File: config.mk
export PLATFORM = sky130hd
export DESIGN_NAME = dhcp_option_tlv_parser
export DESIGN_NICKNAME = d
export VERILOG_FILES = /design/src/dotp_pkg.sv /design/src/dhcp_option_tlv_parser.sv /design/src/dotp_queue.sv /design/src/dotp_front.sv /design/src/dotp_back.sv
export SDC_FILE = /design/constraint.sdc
export NUM_CORES = 1
export LEC_CHECK = 0
export BUFFER_PORTS_ARGS = -buffer_cell sky130_fd_sc_hd__buf_2
export CORE_ASPECT_RATIO = 0.7
export CORE_MARGIN = 2
export CORE_UTILIZATION = 66
export CTS_BUF_LIST = sky130_fd_sc_hd__clkbuf_4 sky130_fd_sc_hd__clkbuf_8
export DETAILED_ROUTE_END_ITERATION = 7
export GPL_ROUTABILITY_DRIVEN = 0
export PLACE_DENSITY = 0.88
export SYNTH_ARGS = -nofsm -noshare
export SYNTH_HDL_FRONTEND = slang
export SYNTH_SLANG_ARGS = --single-unit
File: constraint.sdc
create_clock -name clk -period 12.3 [get_ports clk]
set_input_delay 2.46 -clock clk [delete_from_list [all_inputs] [get_ports clk]]
set_output_delay 2.46 -clock clk [all_outputs]
set_load 0.005 [all_outputs]
File: src/dotp_pkg.sv
package dotp_pkg;

  localparam int QUEUE_DEPTH = 4;
  localparam int QUEUE_AW    = $clog2(QUEUE_DEPTH);

  localparam logic [7:0] END_CODE   = 8'hff;
  localparam logic [7:0] PAD_CODE   = 8'h00;
  localparam logic [7:0] MSG_OPTION = 8'd53;
  localparam logic [7:0] COOKIE_0   = 8'h63;
  localparam logic [7:0] COOKIE_1   = 8'h82;
  localparam logic [7:0] COOKIE_2   = 8'h53;
  localparam logic [7:0] COOKIE_3   = 8'h63;
  localparam logic [2:0] COOKIE_LEN = 3'd4;

  typedef enum logic [2:0] {
    EV_COOKIE    = 3'd0,
    EV_VALUE     = 3'd1,
    EV_EMPTY     = 3'd2,
    EV_END       = 3'd3,
    EV_FRAME_END = 3'd4
  } event_kind_t;

  typedef enum logic [2:0] {
    MSG_NONE     = 3'd0,
    MSG_DISCOVER = 3'd1,
    MSG_OFFER    = 3'd2,
    MSG_REQUEST  = 3'd3,
    MSG_ACK      = 3'd4,
    MSG_RELEASE  = 3'd5,
    MSG_UNKNOWN  = 3'd6
  } msg_kind_t;

  typedef enum logic [1:0] {
    PH_COOKIE = 2'd0,
    PH_TYPE   = 2'd1,
    PH_LEN    = 2'd2,
    PH_VALUE  = 2'd3
  } phase_t;

  typedef struct packed {
    logic [7:0] data_byte;
    logic       first_byte;
    logic       frame_end;
  } dotp_in_t;

  typedef struct packed {
    event_kind_t event_kind;
    logic        is_dhcp;
    logic [7:0]  option_type;
    logic [7:0]  option_length;
    logic [7:0]  byte_index;
    logic [7:0]  value_byte;
    logic        option_done;
    logic [31:0] lead_word;
    msg_kind_t   message_kind;
    logic        truncated;
  } dotp_out_t;

  typedef struct packed {
    logic [7:0] data_byte;
    logic       first_byte;
    logic       frame_end;
    logic       is_end_code;
    logic       is_pad;
    logic [3:0] cookie_hit;
  } dotp_item_t;

  function automatic msg_kind_t decode_msg(input logic [7:0] b);
    msg_kind_t k;
    case (b)
      8'd1:    k = MSG_DISCOVER;
      8'd2:    k = MSG_OFFER;
      8'd3:    k = MSG_REQUEST;
      8'd5:    k = MSG_ACK;
      8'd7:    k = MSG_RELEASE;
      default: k = MSG_UNKNOWN;
    endcase
    return k;
  endfunction

endpackage

File: src/dhcp_option_tlv_parser.sv
// An accepted byte is written into the queue; its result is then registered
// in the output register.
// Throughput: 1 byte per cycle while the queue is not full; the 4-entry queue
// decouples intake from the option walker, and the walker advances one byte
// per cycle while the output register is free or being taken.
// Reset (rst, synchronous): empties the queue, clears the output valid and
// returns the walker to awaiting the cookie.
module dhcp_option_tlv_parser (
  input  logic                clk,
  input  logic                rst,
  input  logic                src_valid,
  output logic                src_stall,
  input  dotp_pkg::dotp_in_t  src_item,
  output logic                res_valid,
  input  logic                res_stall,
  output dotp_pkg::dotp_out_t res_item
);
  import dotp_pkg::*;

  logic       pop;
  logic       q_valid;
  dotp_item_t q_item;

  dotp_front u_front (
    .clk       (clk),
    .rst       (rst),
    .src_valid (src_valid),
    .src_stall (src_stall),
    .src_item  (src_item),
    .pop       (pop),
    .q_valid   (q_valid),
    .q_item    (q_item)
  );

  dotp_back u_back (
    .clk       (clk),
    .rst       (rst),
    .q_valid   (q_valid),
    .q_item    (q_item),
    .pop       (pop),
    .res_valid (res_valid),
    .res_stall (res_stall),
    .res_item  (res_item)
  );

endmodule

File: src/dotp_queue.sv
module dotp_queue (
  input  logic                clk,
  input  logic                rst,
  input  logic                push,
  input  dotp_pkg::dotp_item_t push_item,
  input  logic                pop,
  output logic                full,
  output logic                not_empty,
  output dotp_pkg::dotp_item_t head
);
  import dotp_pkg::*;

  dotp_item_t             slots [QUEUE_DEPTH];
  logic [QUEUE_AW-1:0]    wr_ptr;
  logic [QUEUE_AW-1:0]    rd_ptr;
  logic [QUEUE_AW:0]      count;

  assign full      = (count == (QUEUE_AW+1)'(QUEUE_DEPTH));
  assign not_empty = (count != '0);
  assign head      = slots[rd_ptr];

  always_ff @(posedge clk) begin
    if (rst) begin
      wr_ptr <= '0;
      rd_ptr <= '0;
      count  <= '0;
    end else begin
      if (push) begin
        wr_ptr <= wr_ptr + 1'b1;
      end
      if (pop) begin
        rd_ptr <= rd_ptr + 1'b1;
      end
      if (push && !pop) begin
        count <= count + 1'b1;
      end else if (pop && !push) begin
        count <= count - 1'b1;
      end
    end
  end

  always_ff @(posedge clk) begin
    if (push) begin
      slots[wr_ptr] <= push_item;
    end
  end

endmodule

File: src/dotp_front.sv
module dotp_front (
  input  logic                 clk,
  input  logic                 rst,
  input  logic                 src_valid,
  output logic                 src_stall,
  input  dotp_pkg::dotp_in_t   src_item,
  input  logic                 pop,
  output logic                 q_valid,
  output dotp_pkg::dotp_item_t q_item
);
  import dotp_pkg::*;

  dotp_item_t cls;
  logic       full;
  logic       push;

  always_comb begin
    cls.data_byte     = src_item.data_byte;
    cls.first_byte    = src_item.first_byte;
    cls.frame_end     = src_item.frame_end;
    cls.is_end_code   = (src_item.data_byte == END_CODE);
    cls.is_pad        = (src_item.data_byte == PAD_CODE);
    cls.cookie_hit[0] = (src_item.data_byte == COOKIE_0);
    cls.cookie_hit[1] = (src_item.data_byte == COOKIE_1);
    cls.cookie_hit[2] = (src_item.data_byte == COOKIE_2);
    cls.cookie_hit[3] = (src_item.data_byte == COOKIE_3);
  end

  assign src_stall = full;
  assign push      = src_valid && !full;

  dotp_queue u_queue (
    .clk       (clk),
    .rst       (rst),
    .push      (push),
    .push_item (cls),
    .pop       (pop),
    .full      (full),
    .not_empty (q_valid),
    .head      (q_item)
  );

endmodule

File: src/dotp_back.sv
module dotp_back (
  input  logic                 clk,
  input  logic                 rst,
  input  logic                 q_valid,
  input  dotp_pkg::dotp_item_t q_item,
  output logic                 pop,
  output logic                 res_valid,
  input  logic                 res_stall,
  output dotp_pkg::dotp_out_t  res_item
);
  import dotp_pkg::*;

  phase_t      phase;
  logic [2:0]  cookie_pos;
  logic        cookie_match;
  logic [7:0]  cur_type;
  logic [7:0]  cur_len;
  logic [7:0]  value_count;
  logic [31:0] word_acc;

  phase_t      phase_next;
  logic [2:0]  cookie_pos_next;
  logic        cookie_match_next;
  logic [7:0]  cur_type_next;
  logic [7:0]  cur_len_next;
  logic [7:0]  value_count_next;
  logic [31:0] word_acc_next;

  phase_t      e_phase;
  logic [2:0]  e_pos;
  logic        e_match;
  logic [7:0]  e_type;
  logic [7:0]  e_len;
  logic [7:0]  e_count;
  logic [31:0] e_acc;

  logic [7:0]  d;
  logic        fend;
  logic        hit;
  logic        match_upd;
  logic        done;
  logic [31:0] acc_upd;
  logic        emit;
  dotp_out_t   res_next;

  assign pop  = q_valid && (!res_valid || !res_stall);
  assign d    = q_item.data_byte;
  assign fend = q_item.frame_end;

  always_comb begin
    if (q_item.first_byte) begin
      e_phase = PH_COOKIE;
      e_pos   = '0;
      e_match = 1'b1;
      e_type  = '0;
      e_len   = '0;
      e_count = '0;
      e_acc   = '0;
    end else begin
      e_phase = phase;
      e_pos   = cookie_pos;
      e_match = cookie_match;
      e_type  = cur_type;
      e_len   = cur_len;
      e_count = value_count;
      e_acc   = word_acc;
    end
  end

  always_comb begin
    hit       = q_item.cookie_hit[e_pos[1:0]];
    match_upd = e_match && hit;
    done      = ({1'b0, e_count} + 9'd1) >= {1'b0, e_len};
    acc_upd   = e_acc;
    if (e_count[7:2] == '0) begin
      case (e_count[1:0])
        2'd0:    acc_upd = e_acc | {d, 24'd0};
        2'd1:    acc_upd = e_acc | {8'd0, d, 16'd0};
        2'd2:    acc_upd = e_acc | {16'd0, d, 8'd0};
        default: acc_upd = e_acc | {24'd0, d};
      endcase
    end
  end

  // next state
  always_comb begin
    phase_next        = e_phase;
    cookie_pos_next   = e_pos;
    cookie_match_next = e_match;
    cur_type_next     = e_type;
    cur_len_next      = e_len;
    value_count_next  = e_count;
    word_acc_next     = e_acc;
    case (e_phase)
      PH_COOKIE: begin
        if (e_pos < COOKIE_LEN) begin
          cookie_match_next = match_upd;
          cookie_pos_next   = e_pos + 3'd1;
          if ((e_pos == COOKIE_LEN - 3'd1) && match_upd) begin
            phase_next = PH_TYPE;
          end
        end
      end
      PH_TYPE: begin
        if (q_item.is_end_code) begin
          phase_next      = PH_COOKIE;
          cookie_pos_next = COOKIE_LEN;
        end else if (!q_item.is_pad) begin
          cur_type_next = d;
          phase_next    = PH_LEN;
        end
      end
      PH_LEN: begin
        cur_len_next     = d;
        value_count_next = '0;
        word_acc_next    = '0;
        phase_next       = q_item.is_pad ? PH_TYPE : PH_VALUE;
      end
      PH_VALUE: begin
        word_acc_next    = acc_upd;
        value_count_next = e_count + 8'd1;
        if (done) begin
          phase_next = PH_TYPE;
        end
      end
      default: begin
        phase_next = PH_COOKIE;
      end
    endcase
    if (fend) begin
      phase_next      = PH_COOKIE;
      cookie_pos_next = COOKIE_LEN;
    end
  end

  // result
  always_comb begin
    emit     = 1'b0;
    res_next = '0;
    case (e_phase)
      PH_COOKIE: begin
        if (e_pos < COOKIE_LEN) begin
          if (e_pos == COOKIE_LEN - 3'd1) begin
            emit                = 1'b1;
            res_next.event_kind = EV_COOKIE;
            res_next.is_dhcp    = match_upd;
            res_next.truncated  = match_upd && fend;
          end else if (fend) begin
            emit                = 1'b1;
            res_next.event_kind = EV_FRAME_END;
            res_next.truncated  = 1'b1;
          end
        end
      end
      PH_TYPE: begin
        if (q_item.is_end_code) begin
          emit                 = 1'b1;
          res_next.event_kind  = EV_END;
          res_next.is_dhcp     = 1'b1;
          res_next.option_type = END_CODE;
        end else if (fend) begin
          emit                = 1'b1;
          res_next.event_kind = EV_FRAME_END;
          res_next.is_dhcp    = 1'b1;
          res_next.truncated  = 1'b1;
        end
      end
      PH_LEN: begin
        if (q_item.is_pad) begin
          emit                  = 1'b1;
          res_next.event_kind   = EV_EMPTY;
          res_next.is_dhcp      = 1'b1;
          res_next.option_type  = e_type;
          res_next.option_done  = 1'b1;
          res_next.message_kind = (e_type == MSG_OPTION) ? MSG_UNKNOWN : MSG_NONE;
          res_next.truncated    = fend;
        end else if (fend) begin
          emit                = 1'b1;
          res_next.event_kind = EV_FRAME_END;
          res_next.is_dhcp    = 1'b1;
          res_next.truncated  = 1'b1;
        end
      end
      PH_VALUE: begin
        emit                   = 1'b1;
        res_next.event_kind    = EV_VALUE;
        res_next.is_dhcp       = 1'b1;
        res_next.option_type   = e_type;
        res_next.option_length = e_len;
        res_next.byte_index    = e_count;
        res_next.value_byte    = d;
        res_next.option_done   = done;
        res_next.truncated     = fend;
        if (done) begin
          res_next.lead_word = acc_upd;
          if (e_type == MSG_OPTION) begin
            res_next.message_kind = decode_msg(acc_upd[31:24]);
          end
        end
      end
      default: begin
        emit = 1'b0;
      end
    endcase
  end

  always_ff @(posedge clk) begin
    if (rst) begin
      phase        <= PH_COOKIE;
      cookie_pos   <= '0;
      cookie_match <= 1'b1;
      cur_type     <= '0;
      cur_len      <= '0;
      value_count  <= '0;
      word_acc     <= '0;
      res_valid    <= 1'b0;
    end else begin
      if (pop) begin
        phase        <= phase_next;
        cookie_pos   <= cookie_pos_next;
        cookie_match <= cookie_match_next;
        cur_type     <= cur_type_next;
        cur_len      <= cur_len_next;
        value_count  <= value_count_next;
        word_acc     <= word_acc_next;
        res_valid    <= emit;
      end else if (res_valid && !res_stall) begin
        res_valid <= 1'b0;
      end
    end
  end

  always_ff @(posedge clk) begin
    if (pop && emit) begin
      res_item <= res_next;
    end
  end

endmodule

---- Yosys cells after proc, flatten, opt, wreduce, memory -nomap -nowiden ----
Memory sizes are Yosys's and may differ from the RTL's. A register that Yosys moved wholly into a read port is not among the register bits.
Cells that the tools add are included.
word-level totals
  register bits after elaboration ......... 143
  RAM bits ................................ 64
  input bits .............................. 14
  output and inout bits ................... 75
  word-level logic and storage cells ...... 145
  memories kept ........................... 1
operators by class
  $add $sub $neg .......................... 7
  magnitude comparators ................... 3
  eq/ne operators ......................... 17
  mux-type cells .......................... 69
  bitwise operators ....................... 4
  reduce and logical (&&, ||, !) cells .... 23
memory list
  name                   depth  width  rd ports  clocked after memory_dff  write ports  RTL line          text
  u_front.u_queue.slots  4      16     1         1                         1            dotp_queue.sv:13  dotp_item_t slots [QUEUE_DEPTH];
operators with widths
  kind                                            count
  one-hot mux 32 bit (3 select lines)             1
  2-to-1 mux 8 bit                                9
  2-to-1 mux 32 bit                               2
  one-hot mux 32 bit (2 select lines)             1
  2-to-1 mux 3 bit                                12
  bitwise OR 32 x 16 -> 32 bit                    1
  bitwise OR 32 x 24 -> 32 bit                    1
  bitwise OR 32 bit                               1
  bitwise OR 32 x 8 -> 32 bit                     1
  one-hot mux 8 bit (3 select lines)              1
  2-to-1 mux 2 bit                                10
  2-to-1 mux 1 bit                                19
  == test 8 x 2 -> 1 bit (second input constant)  2
  == test 8 x 3 -> 1 bit (second input constant)  2
  == test 8 x 7 -> 1 bit (second input constant)  2
  == test 8 bit (second input constant)           2
  2-to-1 mux 4 bit                                4
  one-hot mux 4 bit (4 select lines)              1
  one-hot mux 8 bit (2 select lines)              1
  one-hot mux 3 bit (5 select lines)              1
  one-hot mux 3 bit (2 select lines)              2
  adder 8 x 1 -> 9 bit (second input constant)    1
  greater-or-equal comparator 9 x 8 -> 1 bit      1
  logical AND 1 bit                               9
  24 further kinds                                36

---- Longest topological paths before layout ----
Gate-level depths: netlist (run 1).
  depth after elaboration ................. 9
  mapped depth ............................ 14
  depth with buffers taken out ............ 13

---- Hierarchy ----
From an unflattened synthesis (run 1), not the netlist that was laid out.
unflattened totals
  cells, all modules ...................... 746
  area, all modules ....................... 9151.3 sq um
by module, submodules not included
  module      times used  cells an instance  area an instance (sq um)  seq. area each (sq um)
  dotp_back   1           605                6279.8                    3453.3
  dotp_queue  1           128                2776.4                    2102.0
  dotp_front  1           13                 95.1                      0.0

---- Worst setup path after synthesis (run 1) ----
Ideal clock, no wire load.
  path type ............................... input-to-reg
  start ................................... in res_stall
  end ..................................... reg, netlist name u_back.res_item[0]
  setup time .............................. 0.427 ns
  arrival ................................. 4.609 ns
  required time ........................... 11.873 ns
  slack ................................... 7.264 ns
  stages .................................. 5
  buffers on the path ..................... 1
  cells stage by stage .................... nand2_1 -> o31a_1 -> buf_1 -> nand3_1 -> inv_1
on the way
  longest elaborated chain between the ends .. 4
RTL lines
  item               RTL line                      text
  from (decl)        dhcp_option_tlv_parser.sv:15  input logic res_stall,
  logical NOT 1 bit  dotp_back.sv:46               assign pop = q_valid && (!res_valid || !res_stall);
  logical OR 1 bit   dotp_back.sv:46
  logical AND 1 bit  dotp_back.sv:46
  logical AND 1 bit  dotp_back.sv:234              if (pop && emit) begin
Every way passes these cells.
A chain may end at the register's enable or synchronous reset.

==> impl_metrics.json, run 1 <==
{
  "synthCells": 765,
  "cp.arrival_ns": 5.28,
  "cts_hold_buf": 0,
  "p_seq_frac": 0.439,
  "synth-edff-count": 133,
  "instances_no_fill": 1046,
  "grt_pass1_vias": 6586,
  "path_class": "reg -> reg",
  "synth.mux.area_fraction": 0.0430,
  "ys_seq_area_frac": 0.603,
  "worstSkewPairLatency_ns": 0.57,
  "maxSlewViolCount": 0,
  "vias": 6875,
  "pre_cts_ws_ns": 7.01,
  "ios": 89,
  "layout_commonest_cell": "edfxtp_1",
  "power_switching_uw": 688,
  "hold_violations": 0,
  "clock.fmax_mhz": 197,
  "status": "finished, final reports clean",
  "synth-xor-area-share": 0.0117,
  "p_int_uw": 1390,
  "layout_common_cells": "edfxtp_1, nor2_1, buf_2",
  "p_per_area_nw_per_um2": 205,
  "avgSynthCellArea_um2": 11.8,
  "setup_slack_ns": 7.21,
  "synth.distinct_cells": 67,
  "syn2layout_area_growth_pct": 12.6,
  "fin_tns_setup_ns": 0,
  "endpoint_kind": "flop",
  "cp.required_ns": 12.49,
  "worstPathMaxFanout": 57,
  "combPwrFrac": 0.260,
  "fp.dieW_um": 144,
  "antenna_found_initial": 0,
  "finClkSkew_ns": 0.0208,
  "synth_top_family_by_area": "simple AND/OR/NAND/NOR gates",
  "drc": 0,
  "syn_area_um2": 9020,
  "hold_path.class": "reg -> reg",
  "synth-simple-area-share": 0.148,
  "dpl.cell_count": 992,
  "top_usage_layer": "met2",
  "clk_path_buf_depth": 3,
  "startpoint_type": "flop",
  "grt_max_degree": 71,
  "use_met1": 0.428,
  "wl_per_cell_um": 21.1,
  "yosys_most_used_dff": "edfxtp_1",
  "syn-num-nets": 799,
  "grt_pass1_wl_mm": 34.5,
  "num_rows": 35,
  "cts-htree-levels": 1,
  "grtUsageMet2": 0.473,
  "ir_worst_vdd_v": 0.000116,
  "dp_hpwl_mm": 13.7,
  "period_needed_ns": 5.09,
  "worst_pin_slew_ns": 1.23,
  "drtIter0Drc": 919,
  "viasPerCell": 6.57,
  "ant_nets": 0,
  "clock_power_share": 0.302,
  "finalCritPeriodShare": 0.413,
  "cts_buffers": 30,
  "p_leak_uw": 0.00365,
  "dieHeight_um": 102,
  "cts_tree": "done",
  "postCtsSetupRepairBufs": 0,
  "ys_ff_latch": 205,
  "routed_wl_mm": 22.1,
  "netSwitchingFraction": 0.331,
  "clock-sinks": 205,
  "dieArea_um2": 14600,
  "cts_resized": 0,
  "clkTransAtPathRegs_ns": 0.07,
  "total_power_uw": 2080,
  "slew_headroom": 0.175,
  "start_util": 0.680,
  "numPortBuffers": 88,
  "synth_compound_area_frac": 0.130,
  "grt_util_met3": 0.0661,
  "rsz0062_at_grt": "no",
  "async_flop_share": 0,
  "nNetsFinal": 873,
  "setup-violations-final": 0,
  "max_cap_violations": 0,
  "ys_warn_count": 0,
  "antenna_cells": 0,
  "track_usage": 0.307,
  "firstDrtPassIters": 8,
  "drive_gt1_frac": 0.195,
  "synth_fa_ha_area_frac": 0.0286,
  "grt_remaining_overflow": 0,
  "coreArea_um2": 13300,
  "root_buffer": "clkbuf_8"
}
-- metal layers --
| metal | up-vias | part of all wire |
|---|---|---|
| li1 | 2985 | - |
| met1 | 3250 | 0.39 |
| met2 | 547 | 0.45 |
| met3 | 93 | 0.11 |
| met4 | 0 | 0.041 |
| met5 | - | 0 |
-- state kept, by name (all words and copies together) (netlist names), named ones only --
signal	count
u_back.phase	2
u_back.cookie_pos	3
u_back.cookie_match	1
u_back.res_valid	1
u_front.u_queue.rd_ptr	2
u_back.cur_len	8
u_back.res_item	73
u_back.word_acc	32
u_back.cur_type	8
u_front.u_queue.count	3
u_back.value_count	8
u_front.u_queue.slots	60
u_front.u_queue.wr_ptr	2
-- cell families after synthesis --
| group | after synthesis |
|---|---|
| mux | 19 |
| buf+inv | 65 |
| flops | 205 |
| xor+xnor | 12 |
| simple gates | 269 |
| fa+ha+maj | 20 |
| compound gates | 175 |
-- Yosys cell counts, drive strengths merged, types with 5 or more instances --
cell    instances  area [µm²]
nor3b           6        50.1
dfxtp          72        1440
nor2b           6        37.5
xor2            7        61.3
nand3          10        50.1
a21oi          39         199
nor4            8        92.6
edfxtp        133        3990
o21ai          30         158
a22oi          70         526
mux4           13         327
and2           33         206
nor3           23         136
buf            25         175
mux2i           5        50.1
nand2          50         190
inv            13        48.8
clkbuf         26        97.6
xnor2           5        43.8
nor2          112         420
ha             19         238
-- power groups by stage --
stage / Clock [µW] / Combinational (µW) / Sequential [µW]
2_1_floorplan: 0 / 342 / 934
3_3_place_gp: 0 / 494 / 917
3_5_place_dp: 0 / 524 / 923
4_1_cts: 626 / 529 / 912
5_1_grt: 657 / 581 / 922
6_report: 628 / 540 / 912
-- final timing paths --
check                                                 startpoint                                end  slack, ns  depth (start not counted)
worst max-delay path                                        flop  u_back.res_item[26]$_SDFFCE_PN0P_       7.21                         11
worst min-delay path            u_back.word_acc[15]$_SDFFE_PP0P_   u_back.word_acc[15]$_SDFFE_PP0P_       0.48                          2
worst max register to register                              flop  u_back.res_item[26]$_SDFFCE_PN0P_       7.21                         11
worst min register to register  u_back.word_acc[15]$_SDFFE_PP0P_   u_back.word_acc[15]$_SDFFE_PP0P_       0.48                          2
-- critical path: stages (launching register included) --
cell     delay [ns]
dfxtp_1        0.31
buf_4          0.26
mux2i_1        0.22
mux2_2         0.92
nand2_1        0.33
inv_1          0.34
ha_1           0.52
inv_1          0.32
nand3_1        0.16
nand3_1        0.13
inv_2          0.57
buf_4          0.59
-- layout make-up --
cell class	count	area (µm²)
Timing Repair Buffer	93	478
Inverter	14	52.6
Sequential cell	205	5440
Clock inverter	11	155
Multi-Input combinational cell	495	3260
Clock buffer	43	542
Tap cell	185	231
Fill cell	770	3120
-- through the flow --
stage	hold WS [ns]	cell area (µm²)	utilization
2_1_floorplan	0.431	9020	-
3_3_place_gp	0.439	9460	0.713
3_5_place_dp	0.460	9460	0.713
4_1_cts	0.469	10200	0.765
5_1_grt	0.489	10200	0.765
6_report	0.479	10200	0.765
Note: power is estimated with default switching activity, not from simulation.
==> inputs of run 2 (changes only) <==
CORE_UTILIZATION = 55   (was 66)
PLACE_DENSITY = 0.78   (was 0.88)
clock period = 4.3 ns   (was 12.3 ns; I/O delays follow)
==> run 2 against run 1 <==
Register-to-register slack worse by 6.6 ns. Power rose to 2.8 times the previous value. Sequential share of layout area down 0.52 points. Via count down 5.8%. Critical path type unchanged. Largest cell class unchanged. Critical endpoint is now u_back.word_acc[22]$_SDFFE_PP0P_. Global-route usage fell by 7.8 points. Utilization shrank 13 points.
==> impl_metrics.json, run 2 (same netlist as run 1, synthesis figures left out) <==
{
  "status": "finished, final reports clean",
  "dieArea_um2": 17500,
  "cts_buffers": 31,
  "grt_pass1_wl_mm": 31.7,
  "netSwitchingFraction": 0.333,
  "worst_pin_slew_ns": 0.851,
  "instances_no_fill": 1097,
  "top_layer_used": "met4",
  "clock.fmax_mhz": 272,
  "dp_hpwl_mm": 13.0,
  "drive_gt1_frac": 0.201,
  "fp.dieW_um": 157,
  "cts_tree": "done",
  "clk_path_buf_depth": 3,
  "cts-htree-levels": 1,
  "clock-sinks": 205,
  "cts_hold_buf": 0,
  "syn2layout_area_growth_pct": 13.7,
  "nFillCells": 1266,
  "start_util": 0.557,
  "worstSkewPairLatency_ns": 0.58,
  "hold_path.class": "reg -> reg",
  "power_switching_uw": 1970,
  "finClkSkew_ns": 0.0327,
  "firstDrtPassIters": 5,
  "fin_tns_setup_ns": 0,
  "setup-violations-final": 0,
  "largest_reg_flops": 73,
  "numPortBuffers": 88,
  "layout_commonest_cell": "edfxtp_1",
  "largest_register": "u_back.res_item",
  "clock_power_share": 0.293,
  "drtIter0Drc": 642,
  "m1WireLength_mm": 9.44,
  "cp.required_ns": 4.80,
  "viasPerCell": 5.90,
  "layout_common_cells": "edfxtp_1, nor2_1, buf_2",
  "maxSlewViolCount": 0,
  "worstPathMaxFanout": 22,
  "antenna_cells": 0,
  "finalCritPeriodShare": 0.856,
  "root_buffer": "clkbuf_8",
  "ir_worst_vdd_v": 0.000338,
  "clkTransAtPathRegs_ns": 0.07,
  "routed_wl_mm": 20.4,
  "antenna_found_initial": 0,
  "vias": 6477,
  "cp.arrival_ns": 4.18,
  "slew_headroom": 0.433,
  "max_cap_violations": 0,
  "met2WireLength_mm": 8.54,
  "coreArea_um2": 16200,
  "reg_top3": "u_back.res_item x73, u_front.u_queue.slots x60, u_back.word_acc x32",
  "rsz0062_at_grt": "no",
  "total_power_uw": 5910,
  "startpoint_type": "flop",
  "cts_resized": 0,
  "grt_remaining_overflow": 0,
  "p_int_uw": 3940,
  "num_rows": 39,
  "period_needed_ns": 3.68,
  "wl_per_cell_um": 18.6,
  "p_seq_frac": 0.443,
  "grt_pass1_vias": 6034,
  "drc": 0,
  "path_class": "reg -> reg",
  "postCtsSetupRepairBufs": 0,
  "grt_max_degree": 74,
  "combPwrFrac": 0.264,
  "endpoint_kind": "flop",
  "dpl.cell_count": 1039,
  "hold_violations": 0,
  "p_leak_uw": 0.00367,
  "ant_nets": 0,
  "track_usage": 0.230,
  "ios": 89,
  "dieHeight_um": 111,
  "wl_met3_mm": 1.84,
  "nNetsFinal": 881,
  "p_per_area_nw_per_um2": 576
}
-- run 2: routing by layer --
| layer | GRT usage | vias up |
|---|---|---|
| met5 | 0 | - |
| met4 | 0.0715 | 0 |
| met3 | 0.0422 | 45 |
| met2 | 0.323 | 311 |
| met1 | 0.360 | 3119 |
| li1 | - | 3002 |
-- run 2: layout make-up --
| type | instances | area (µm²) | area share |
|---|---|---|---|
| multi-input combinational | 495 | 3260 | 0.318 |
| sequential | 205 | 5440 | 0.530 |
| tap | 225 | 282 | 0.0275 |
| clock buffer | 47 | 572 | 0.0558 |
| timing repair buffer | 100 | 543 | 0.0530 |
| clock inverter | 11 | 109 | 0.0106 |
| inverter | 14 | 52.6 | 0.00513 |
-- run 2: power groups by stage --
| stage | combinational, µW | clock, µW | sequential (µW) |
|---|---|---|---|
| after floorplan | 977 | 0 | 2670 |
| after global routing | 1670 | 1840 | 2650 |
| after detailed placement | 1540 | 0 | 2650 |
| final | 1560 | 1730 | 2620 |
| after CTS | 1550 | 1740 | 2620 |
| after global placement | 1520 | 0 | 2650 |
-- run 2: through the flow --
stage          setup WS, ns  hold slack [ns]   util  instance area [µm²]
3_3_place_gp          0.800            0.440  0.591                 9570
6_report              0.620            0.460  0.633                10300
4_1_cts               0.673            0.452  0.633                10300
5_1_grt               0.324            0.471  0.633                10300
2_1_floorplan         0.429            0.431      -                 9020
3_5_place_dp          0.704            0.443  0.591                 9570
-- run 2: worst paths after layout --
kind	startpoint	to	slack [ns]	depth (start not counted)
hold / removal	u_back.word_acc[23]$_SDFFE_PP0P_	u_back.word_acc[23]$_SDFFE_PP0P_	0.46	2
hold reg to reg	u_back.word_acc[23]$_SDFFE_PP0P_	u_back.word_acc[23]$_SDFFE_PP0P_	0.46	2
setup / recovery	flop	u_back.word_acc[22]$_SDFFE_PP0P_	0.62	11
setup reg to reg	flop	u_back.word_acc[22]$_SDFFE_PP0P_	0.62	11
-- run 2: worst max-delay path, stage by stage, from the launching register on --
cell and delay (ns):
dfxtp_1 0.60, mux2i_1 0.22, mux2_2 0.38, nand2_1 0.22, inv_1 0.29, ha_1 0.23, nand3_1 0.08, buf_4 0.22
nor2_1 0.52, or2_2 0.52, a22oi_1 0.17, nor2_1 0.12
